==> config.mk <==
export PLATFORM = sky130hd
export DESIGN_NAME = snim_queue
export DESIGN_NICKNAME = d
export VERILOG_FILES = /design/src/design/snim_queue.sv
export SDC_FILE = /design/constraint.sdc
export NUM_CORES = 1
export LEC_CHECK = 0
export ABC_AREA = 1
export ABC_CLOCK_PERIOD_IN_PS = 1200
export BUFFER_PORTS_ARGS = -buffer_cell sky130_fd_sc_hd__buf_4
export CORE_MARGIN = 2
export CORE_UTILIZATION = 44
export DETAILED_ROUTE_END_ITERATION = 10
export PLACE_DENSITY_LB_ADDON = 0.1
export REMOVE_ABC_BUFFERS = 1
export SYNTH_ARGS = -nofsm -noshare
export SYNTH_HDL_FRONTEND = slang
export SYNTH_SLANG_ARGS = --single-unit
==> constraint.sdc <==
create_clock -name aclk -period 1.2 [get_ports aclk]
set_input_delay 0.24 -clock aclk [delete_from_list [all_inputs] [get_ports aclk]]
set_output_delay 0.24 -clock aclk [all_outputs]
set_load 0.05 [all_outputs]
==> src/design/snim_queue.sv <==
// Short first-in first-out queue between the front and back parts.
// Carries classified operations as flat words; depends on nothing.
`timescale 1ns / 1ps

module snim_queue #(
    parameter int WIDTH = 8,
    parameter int DEPTH = 2
) (
    input  logic             aclk,
    input  logic             aresetn,
    input  logic             in_valid,
    output logic             in_ready,
    input  logic [WIDTH-1:0] in_data,
    output logic             out_valid,
    input  logic             out_ready,
    output logic [WIDTH-1:0] out_data
);

    localparam int PW = (DEPTH > 1) ? $clog2(DEPTH) : 1;
    localparam int NW = $clog2(DEPTH + 1);

    logic [WIDTH-1:0] slot_reg [DEPTH];
    logic [PW-1:0]    wr_ptr_reg, wr_ptr_next;
    logic [PW-1:0]    rd_ptr_reg, rd_ptr_next;
    logic [NW-1:0]    count_reg, count_next;
    logic             push;
    logic             pop;

    assign in_ready  = (count_reg != NW'(DEPTH));
    assign out_valid = (count_reg != '0);
    assign out_data  = slot_reg[rd_ptr_reg];
    assign push      = in_valid && in_ready;
    assign pop       = out_valid && out_ready;

    // Pointer and fill count updates, wrapping at the depth.
    always_comb begin
        wr_ptr_next = wr_ptr_reg;
        rd_ptr_next = rd_ptr_reg;
        count_next  = count_reg;
        if (push) begin
            wr_ptr_next = (wr_ptr_reg == PW'(DEPTH - 1)) ? '0 : wr_ptr_reg + 1'b1;
        end
        if (pop) begin
            rd_ptr_next = (rd_ptr_reg == PW'(DEPTH - 1)) ? '0 : rd_ptr_reg + 1'b1;
        end
        if (push && !pop) begin
            count_next = count_reg + 1'b1;
        end else if (pop && !push) begin
            count_next = count_reg - 1'b1;
        end
    end

    always_ff @(posedge aclk) begin
        if (!aresetn) begin
            wr_ptr_reg <= '0;
            rd_ptr_reg <= '0;
            count_reg  <= '0;
        end else begin
            wr_ptr_reg <= wr_ptr_next;
            rd_ptr_reg <= rd_ptr_next;
            count_reg  <= count_next;
        end
    end

    // Payload slots need no reset.
    always_ff @(posedge aclk) begin
        if (push) begin
            slot_reg[wr_ptr_reg] <= in_data;
        end
    end

endmodule

==> summary.txt, run 1 <==
Core ar. -> 1760 sq um
Global-route wire length before repair -> 2420 microns
GRT overflow -> 0
P_leak -> 0.000565 uW
Number of flip-flops under the largest register name -> 16
Avg Inst Size Synth -> 13.5 sq um
Routed WL -> 1550 microns
Worst hold margin -> 123 ps
Power, Total -> 3120 uW
Area of the multi-input gates -> 289 sq um
Most frequent cell after synthesis -> edfxtp_1
Final hold violation count -> 0
Final setup fails -> 12
Rel. slew slack -> 90.4%
Distinct cells, synth -> 18
Root buf cell -> clkbuf_4
RSZ-0062 raised after global routing -> true
CP Cell Sequence -> buf_12 > mux2_4 > buf_8
Register area share after synthesis -> 69.5%
Area of all placed cells without fillers -> 1330 sq um
GRT Resource Usage Total -> 16.3%
DIE AREA -> 2260 sq um
I/O pins -> 22
Worst slew pin tran -> 144 ps
Drt first pass iters -> 4
VDD IR max -> 0.00159 V
Final min period -> 1480 ps
Crit-path max FO -> 8
IO Port Bufs -> 21
Fmax -> 674 MHz
Clock tree buffer depth -> 2
Largest net degree at the start of global routing -> 13
# rows -> 15
Nets -> 113
CP Data Arrival Time -> 1240 ps
Vias in the first global route -> 589
TritonCTS buffer count -> 3
Max stage delay cell, worst path -> dfxtp_2
Fraction of registers with async set/reset -> 0%
Dpl ws -> -167 ps
Clk Latency, worst-skew pair -> 290 ps
Max-cap viol count -> 0
Post-synth top area cell -> edfxtp_1
Worst Setup Path Type -> reg2out
Clock Sinks -> 21
Critical Path Max Stage Delay -> 350 ps
Starting Density -> 47.4%
PwrDens -> 2340 nW/um^2
FF/Latch Area -> 589 sq um
Initial drt markers -> 5
Worst clock skew -> 1.74 ps
Failing checks -> setup timing
Antenna cells -> 0
EDFF count, synth -> 16
Final ANT Viol Nets -> 0
Status -> finished, violations left
WL per Instance -> 12.5 microns
Syn-to-layout area delta -> 59.1%
Die height -> 47.6 microns
Crit. End Element -> output port
Die X -> 47.6 microns
Commonest cells post-synth -> edfxtp_1, mux2_2, nor2_1
Filler cell count -> 137
Area fraction of the dominant cell type after synthesis -> 57.5%
WP data required -> 960 ps
Netlist Area Pre-Place -> 836 sq um
Placed Area -> 1090 sq um
Final core occ -> 75.4%
Initial antenna violation count -> 0
Top post-synthesis cells by area -> edfxtp_1, dfxtp_1, mux2_2
Synth Register Bits -> 21
Critical Path Source Type -> flop
H-Tree Depth -> 1
Reg clk slew, reported paths -> 110 ps
Final worst slack -> -283 ps
Hold WC Path Type -> in2reg
CTS tree -> built
Vias per cell -> 4.74
Yosys warns -> 0
HPWL after detailed placement -> 1050 microns
Top FF cell, synth -> edfxtp_1
Placer Congestion -> 0.716
DRC Markers -> 0
Share of post-route cells with drive strength above 1 -> 63.6%
Tcrit/Tclk final -> 124%
DR vias -> 588
Max-slew violation count -> 0
Post-synthesis instance total -> 62
==> stage by stage <==
stage | setup TNS (ps) | cells
global route | -3000 | 124
floorplan | -3810 | 61
detailed placement | -553 | 115
finish | -2470 | 124
CTS | -2660 | 122
global placement | -249 | 115
==> routing by layer <==
metal	track usage [%]	share of wire, %	up-vias
li1	-	-	286
met1	18.2	35	284
met2	28.9	58	14
met3	2.64	4.5	4
met4	9.73	2.5	0
met5	0	0	-
==> path summary, 6_finish.rpt <==
| kind | from | to | slack (ps) | cells past startpoint |
|---|---|---|---|---|
| setup / recovery | flop | out_data[4] | -280 | 3 |
| hold / removal | in_data[1] | slot_reg[0][1] | 120 | 1 |
| setup reg to reg | count_reg[0] | count_reg[1] | -50 | 10 |
| hold reg to reg | rd_ptr_reg | flop | 500 | 2 |
==> report_power, final <==
part / switching, uW / internal [uW]
clock: 199 / 124
sequential: 89.6 / 949
combinational: 917 / 839
total: 1210 / 1910
==> kinds of logic after synthesis <==
kind of cell               count (synthesis)  synth area share [%]
adders and majority gates                  1                  1.50
and+or+nand+nor                           19                  11.1
AOI/OAI and AO/OA                          4                  2.84
muxes                                      8                  10.8
buffers and inverters                      9                  4.34
DFF                                       21                  69.5
==> placed cells by master (no fill, tap or decap), types with 3 or more instances in the layout <==
cell      synthesis  final
nand2_1           6      4
nand2_4           2      3
buf_4             0     21
mux2_4            0      8
buf_8             0     10
inv_1             6      4
nor2_1            8      7
edfxtp_1         16     16
clkbuf_4          0      3
inv_4             0      3
==> repair_timing <==
action                     CTS  global route
hold buffers                 0             0
buffers inserted             3             2
gates resized for setup     43             7
setup endpoints to repair   20            25
gates cloned                 0             0
pin swaps                    4             3
==> worst max-delay path: cells and delay by family, from the launching register on <==
kind	cells	cell delay (ps)
flops	1	350
mux	1	310
buf+inv	2	280
==> cell type report <==
cell class                 instances  area share, %
clock buffer                       3           1.69
clock inverter                     1          0.376
inverter                           8           3.20
multi-input combinational         32           21.7
sequential                        21           44.3
tap                               25           2.35
timing repair buffer              34           26.3
Power figures use the tool's default switching activity.
==> run 2, diff against run 1 <==
Settings changed: RECOVER_POWER set to 100.
==> summary.txt, run 2 (same netlist as run 1, synthesis figures left out) <==
Max-cap viol count -> 0 (unchanged)
P_leak -> 0.000564 uW (-0.29%)
Met3 Use GR -> 2.64% (unchanged)
Most used routing layer -> met2
Worst Hold Depth -> 1 (unchanged)
Area of the multi-input gates -> 289 sq um (unchanged)
Initial antenna violation count -> 0 (unchanged)
GRT overflow -> 0 (unchanged)
Vias in the first global route -> 589 (unchanged)
FF/Latch Area -> 589 sq um (unchanged)
Final worst slack -> -283 ps (-0.211 ps)
Drt first pass iters -> 4 (unchanged)
Worst hold margin -> 147 ps (+24.0 ps)
Sw power -> 1210 uW (about the same)
Antenna cells -> 0 (unchanged)
Number of flip-flops under the largest register name -> 16 (unchanged)
Worst clock skew -> 1.42 ps (-0.321 ps)
Final setup fails -> 12 (unchanged)
Reg2reg path depth -> 10 (unchanged)
Fmax -> 674 MHz (about the same)
Clock Sinks -> 21 (unchanged)
Combinational fraction of design power -> 56.3% (about the same)
Core ar. -> 1760 sq um (unchanged)
Tcrit/Tclk final -> 124% (about the same)
PwrDens -> 2340 nW/um^2 (about the same)
Initial drt markers -> 6 (+1)
Clock tree buffer depth -> 2 (unchanged)
Vias per cell -> 4.76 (+0.34%)
Met2 GRT Util -> 28.9% (unchanged)
Rel. slew slack -> 90.4% (unchanged)
Share of post-route cells with drive strength above 1 -> 63.6% (unchanged)
Clock share of power -> 10.3% (about the same)
Nets -> 113 (unchanged)
Die height -> 47.6 microns (unchanged)
Worst reg2reg path endpoint -> count_reg[1]
VDD IR max -> 0.00159 V (about the same)
Global-route wire length before repair -> 2420 microns (unchanged)
# rows -> 15 (unchanged)
CP endpoint -> out_data[4]
Met1 usage -> 18.2% (unchanged)
CP Data Arrival Time -> 1240 ps (about the same)
Hold path start -> in_data[1]
HPWL after detailed placement -> 1050 microns (unchanged)
Filler cell count -> 137 (unchanged)
Worst Setup Path Type -> reg2out
Sequential power share -> 33.3% (about the same)
Setup TNS Final -> -2470 ps (-1.34 ps)
Largest net degree at the start of global routing -> 13 (unchanged)
TritonCTS buffer count -> 3 (unchanged)
Worst slew pin tran -> 144 ps (-0.000119 ps)
Die X -> 47.6 microns (unchanged)
Final ANT Viol Nets -> 0 (unchanged)
Commonest non-fill, non-tap cells in the layout -> edfxtp_1, buf_4, clkbuf_4
Switch share -> 38.7% (about the same)
Max-slew violation count -> 0 (unchanged)
DR vias -> 590 (+0.34%)
Reg clk slew, reported paths -> 110 ps (about the same)
Hold WC Path Type -> in2reg
Routed WL -> 1540 microns (-0.45%)
GRT Resource Usage Total -> 16.3% (unchanged)
Critical Path Source Type -> flop
Most common cell after layout, fill and taps aside -> edfxtp_1
Reg2reg start -> count_reg[0]
WP data required -> 960 ps (about the same)
RSZ-0062 raised after global routing -> true
Clk Latency, worst-skew pair -> 290 ps (about the same)
Status -> finished, violations left
Final min period -> 1480 ps (+0.211 ps)
CTS tree -> built
Syn-to-layout area delta -> 59.1% (unchanged)
IO Port Bufs -> 21 (unchanged)
Area of all placed cells without fillers -> 1330 sq um (unchanged)
DIE AREA -> 2260 sq um (unchanged)
H-Tree Depth -> 1 (unchanged)
I/O pins -> 22 (unchanged)
Placed Area -> 1090 sq um (unchanged)
Crit-path max FO -> 8 (unchanged)
Pint -> 1910 uW (about the same)
Crit. End Element -> output port
Final hold violation count -> 0 (unchanged)
R2r setup slk -> -50 ps (about the same)
DRC Markers -> 0 (unchanged)
Root buf cell -> clkbuf_4
Placer Congestion -> 0.716 (unchanged)
Failing checks -> setup timing
WL per Instance -> 12.4 microns (-0.45%)
Starting Density -> 47.4% (unchanged)
[run 2: through the flow]
stage          cells  utilization [%]  worst slack [ps]  total power [uW]
2_1_floorplan     61                -              -224              1810
3_3_place_gp     115             61.9             -62.6              2210
3_5_place_dp     115             61.9              -167              2250
4_1_cts          122             73.3              -308              3040
5_1_grt          124             75.4              -323              3260
6_report         124             75.4              -283              3120
[run 2: metal layers]
metal	wire (microns)	up-vias
met4	38	0
met2	893	14
li1	-	287
met3	70	4
met1	538	285
met5	0	-
[run 2: worst max-delay path: stages, from the launching register on]
cell and delay [ps]:
dfxtp_2 350, buf_12 130, mux2_4 310, buf_8 150
[run 2: final cells by class]
class                   count  area share, %
multi-input cells          32           21.7
well taps                  25           2.35
clock buffers               3           1.69
flip-flops and latches     21           44.3
inverters                   8           3.20
clock inverters             1          0.376
repair buffers             34           26.3
[run 2: worst min-delay path by stage]
stage	endpoint	slack, ps
3_3_place_gp	slot_reg[0][3]	420
2_1_floorplan	slot_reg[0][0]	340
5_1_grt	slot_reg[0][2]	130
4_1_cts	slot_reg[0][1]	110
6_report	slot_reg[0][1]	150
3_5_place_dp	slot_reg[0][1]	430
[run 2: power groups by stage]
stage / sequential, uW / combinational (uW) / clock [uW]
after global placement: 1010 / 1200 / 0
final: 1040 / 1760 / 322
after global routing: 1050 / 1860 / 356
after floorplan: 1020 / 792 / 0
after CTS: 1010 / 1690 / 343
after detailed placement: 1020 / 1230 / 0
[run 2: repair_timing]
action	4_1_cts	5_1_grt
setup buffers	3	2
gates resized for setup	43	7
hold buffers	0	0
endpoints found under the setup margin	20	25
cloned	0	0
pin swaps	4	3
==> run 3, diff against run 2 <==
Settings changed: PLACE_DENSITY set to 0.72, PLACE_DENSITY_LB_ADDON 0.1 to not set.
==> summary.txt, run 3 (same netlist as run 1, synthesis figures left out) <==
Placer Congestion -> 0.727 (+1.5%)
DR vias -> 615 (+4.2%)
Tcrit/Tclk final -> 125% (+1.1 points)
Placed Area -> 1100 sq um (+0.92%)
Root buf cell -> clkbuf_4
Area of the multi-input gates -> 290 sq um (+0.43%)
WL per Instance -> 14.1 microns (+13%)
PwrDens -> 2370 nW/um^2 (+1.3%)
Final ANT Viol Nets -> 0 (unchanged)
R2r setup slk -> -40 ps (about the same)
Setup TNS Final -> -2630 ps (-152 ps)
Combinational fraction of design power -> 58.2% (+1.9 points)
Vias in the first global route -> 609 (+3.4%)
Rel. slew slack -> 90.5% (+0.14 points)
Die X -> 47.6 microns (unchanged)
IO Port Bufs -> 21 (unchanged)
Largest net degree at the start of global routing -> 13 (unchanged)
CP Cell Sequence -> buf_6 > mux2_4 > buf_8
Bufs and invs on worst path -> 2 (unchanged)
Final Non-Filler Cells -> 130 (+4.8%)
CP Data Arrival Time -> 1260 ps (+20 ps)
Die height -> 47.6 microns (unchanged)
Max stage delay cell, worst path -> dfxtp_2
Core ar. -> 1760 sq um (unchanged)
Worst Hold Depth -> 1 (unchanged)
RSZ-0062 raised after global routing -> true
Syn-to-layout area delta -> 65.3%
I/O pins -> 22 (unchanged)
Final min period -> 1500 ps (+13.7 ps)
Critical Path Source Type -> flop
Power, Total -> 3280 uW (+5.2%)
GRT overflow -> 0 (unchanged)
Routed WL -> 1830 microns (+19%)
Max-cap viol count -> 0 (unchanged)
Fmax -> 668 MHz (-0.91%)
CP delay by family, top -> flip-flops
H-Tree Depth -> 1 (unchanged)
Pint -> 2000 uW (+4.5%)
Met2 GRT Util -> 33.8% (+4.9 points)
Global-route wire length before repair -> 2700 microns (+11%)
Number of flip-flops under the largest register name -> 16 (unchanged)
VDD IR max -> 0.00165 V (+3.6%)
Nets -> 119 (+5.3%)
Worst clock skew -> 4.75 ps (+3.34 ps)
Placed insts -> 118 (+2.6%)
FF/Latch Area -> 587 sq um (-0.42%)
Hold WC Path Type -> in2reg
Starting Density -> 47.4% (unchanged)
Failing checks -> setup timing
CTS tree -> built
Final worst slack -> -297 ps (-13.7 ps)
HPWL after detailed placement -> 1100 microns (+4.4%)
Critical Path Max Stage Delay -> 370 ps (+20 ps)
Hold path start -> in_data[2]
WP data required -> 960 ps (about the same)
Vias per cell -> 4.73 (-0.57%)
Share of post-route cells with drive strength above 1 -> 67.6% (+4.0 points)
Crit-path max FO -> 4 (-4)
Commonest non-fill, non-tap cells in the layout -> edfxtp_1, buf_4, clkbuf_4
Final hold violation count -> 0 (unchanged)
Max-slew violation count -> 0 (unchanged)
Worst reg2reg path endpoint -> count_reg[1]
Area of all placed cells without fillers -> 1380 sq um (+3.9%)
Sw power -> 1280 uW (+6.2%)
Switch share -> 39.1% (+0.38 points)
Sequential power share -> 31.2% (-2.1 points)
Clk Latency, worst-skew pair -> 310 ps (+20 ps)
Reg2reg path depth -> 10 (unchanged)
Most common cell after layout, fill and taps aside -> edfxtp_1
Initial drt markers -> 7 (+1)
Reg clk slew, reported paths -> 120 ps (about the same)
P_leak -> 0.000594 uW (+5.4%)
Met3 Use GR -> 4.53% (+1.9 points)
Initial antenna violation count -> 0 (unchanged)
# rows -> 15 (unchanged)
Worst slew pin tran -> 142 ps (-2.41 ps)
Hold_buf cts -> 0 (unchanged)
Most used routing layer -> met2
Clock share of power -> 10.7% (+0.4 points)
Drt first pass iters -> 4 (unchanged)
DIE AREA -> 2260 sq um (unchanged)
Worst Setup Path Type -> reg2out
Clock Sinks -> 21 (unchanged)
TritonCTS buffer count -> 3 (unchanged)
Met1 usage -> 19.8% (+1.6 points)
Filler cell count -> 118 (-14%)
Final core occ -> 78.3% (+2.9 points)
Clock tree buffer depth -> 2 (unchanged)
Hold endpoint -> slot_reg[0][2]
Status -> finished, violations left
Antenna cells -> 0 (unchanged)
Reg2reg start -> count_reg[0]
DRC Markers -> 0 (unchanged)
Crit. End Element -> output port
Final setup fails -> 19 (+7)
GRT Resource Usage Total -> 18.6% (+2.3 points)
-- run 3: power groups by stage --
stage          logic (uW)  clock network [uW]  registers [uW]
2_1_floorplan         792                   0            1020
3_3_place_gp         1240                   0             998
3_5_place_dp         1270                   0            1010
4_1_cts              1780                 350            1010
5_1_grt              2000                 380            1030
6_report             1910                 350            1020
-- run 3: worst max path at each step --
stage	end	slack [ps]	depth (start not counted)
after global routing	out_data[3]	-350	3
after global placement	count_reg[1]	-30	8
after detailed placement	count_reg[1]	-80	9
final	out_data[3]	-300	3
after CTS	out_data[3]	-300	3
after floorplan	slot_reg[1][0]	-220	4
-- run 3: metrics by stage --
stage,setup slack (ps),hold slack (ps)
floorplan,-224,339
detailed placement,-84.0,429
finish,-297,130
CTS,-301,105
global placement,-32.7,425
global route,-351,110
-- run 3: routing by layer --
metal  part of all wire (%)  vias up
li1                       -      300
met1                     41      296
met2                     55       17
met3                    2.8        2
met4                   0.82        0
met5                      0        -
-- run 3: final cells by class --
type,instances,share of cell area [%]
inverter,8,2.90
multi-input combinational,32,21.0
timing repair buffer,40,29.3
clock buffer,3,1.63
sequential,21,42.5
tap,25,2.26
clock inverter,1,0.362
-- run 3: what timing repair did --
action / 4_1_cts / 5_1_grt
setup endpoints to repair: 12 / 25
buffers inserted: 4 / 4
pin swaps: 6 / 5
endpoints found under the hold margin: 0 / 0
gates cloned: 0 / 0
gates resized for setup: 50 / 6
-- run 3: worst register-to-register path, stage by stage (launching register included) --
cell	delay [ps]
dfxtp_2	360
inv_2	80
nand2_4	70
nand2_4	90
clkinv_4	60
ha_4	210
inv_4	60
nand3_2	70
nand2_1	60
inv_1	40
nor2_1	90
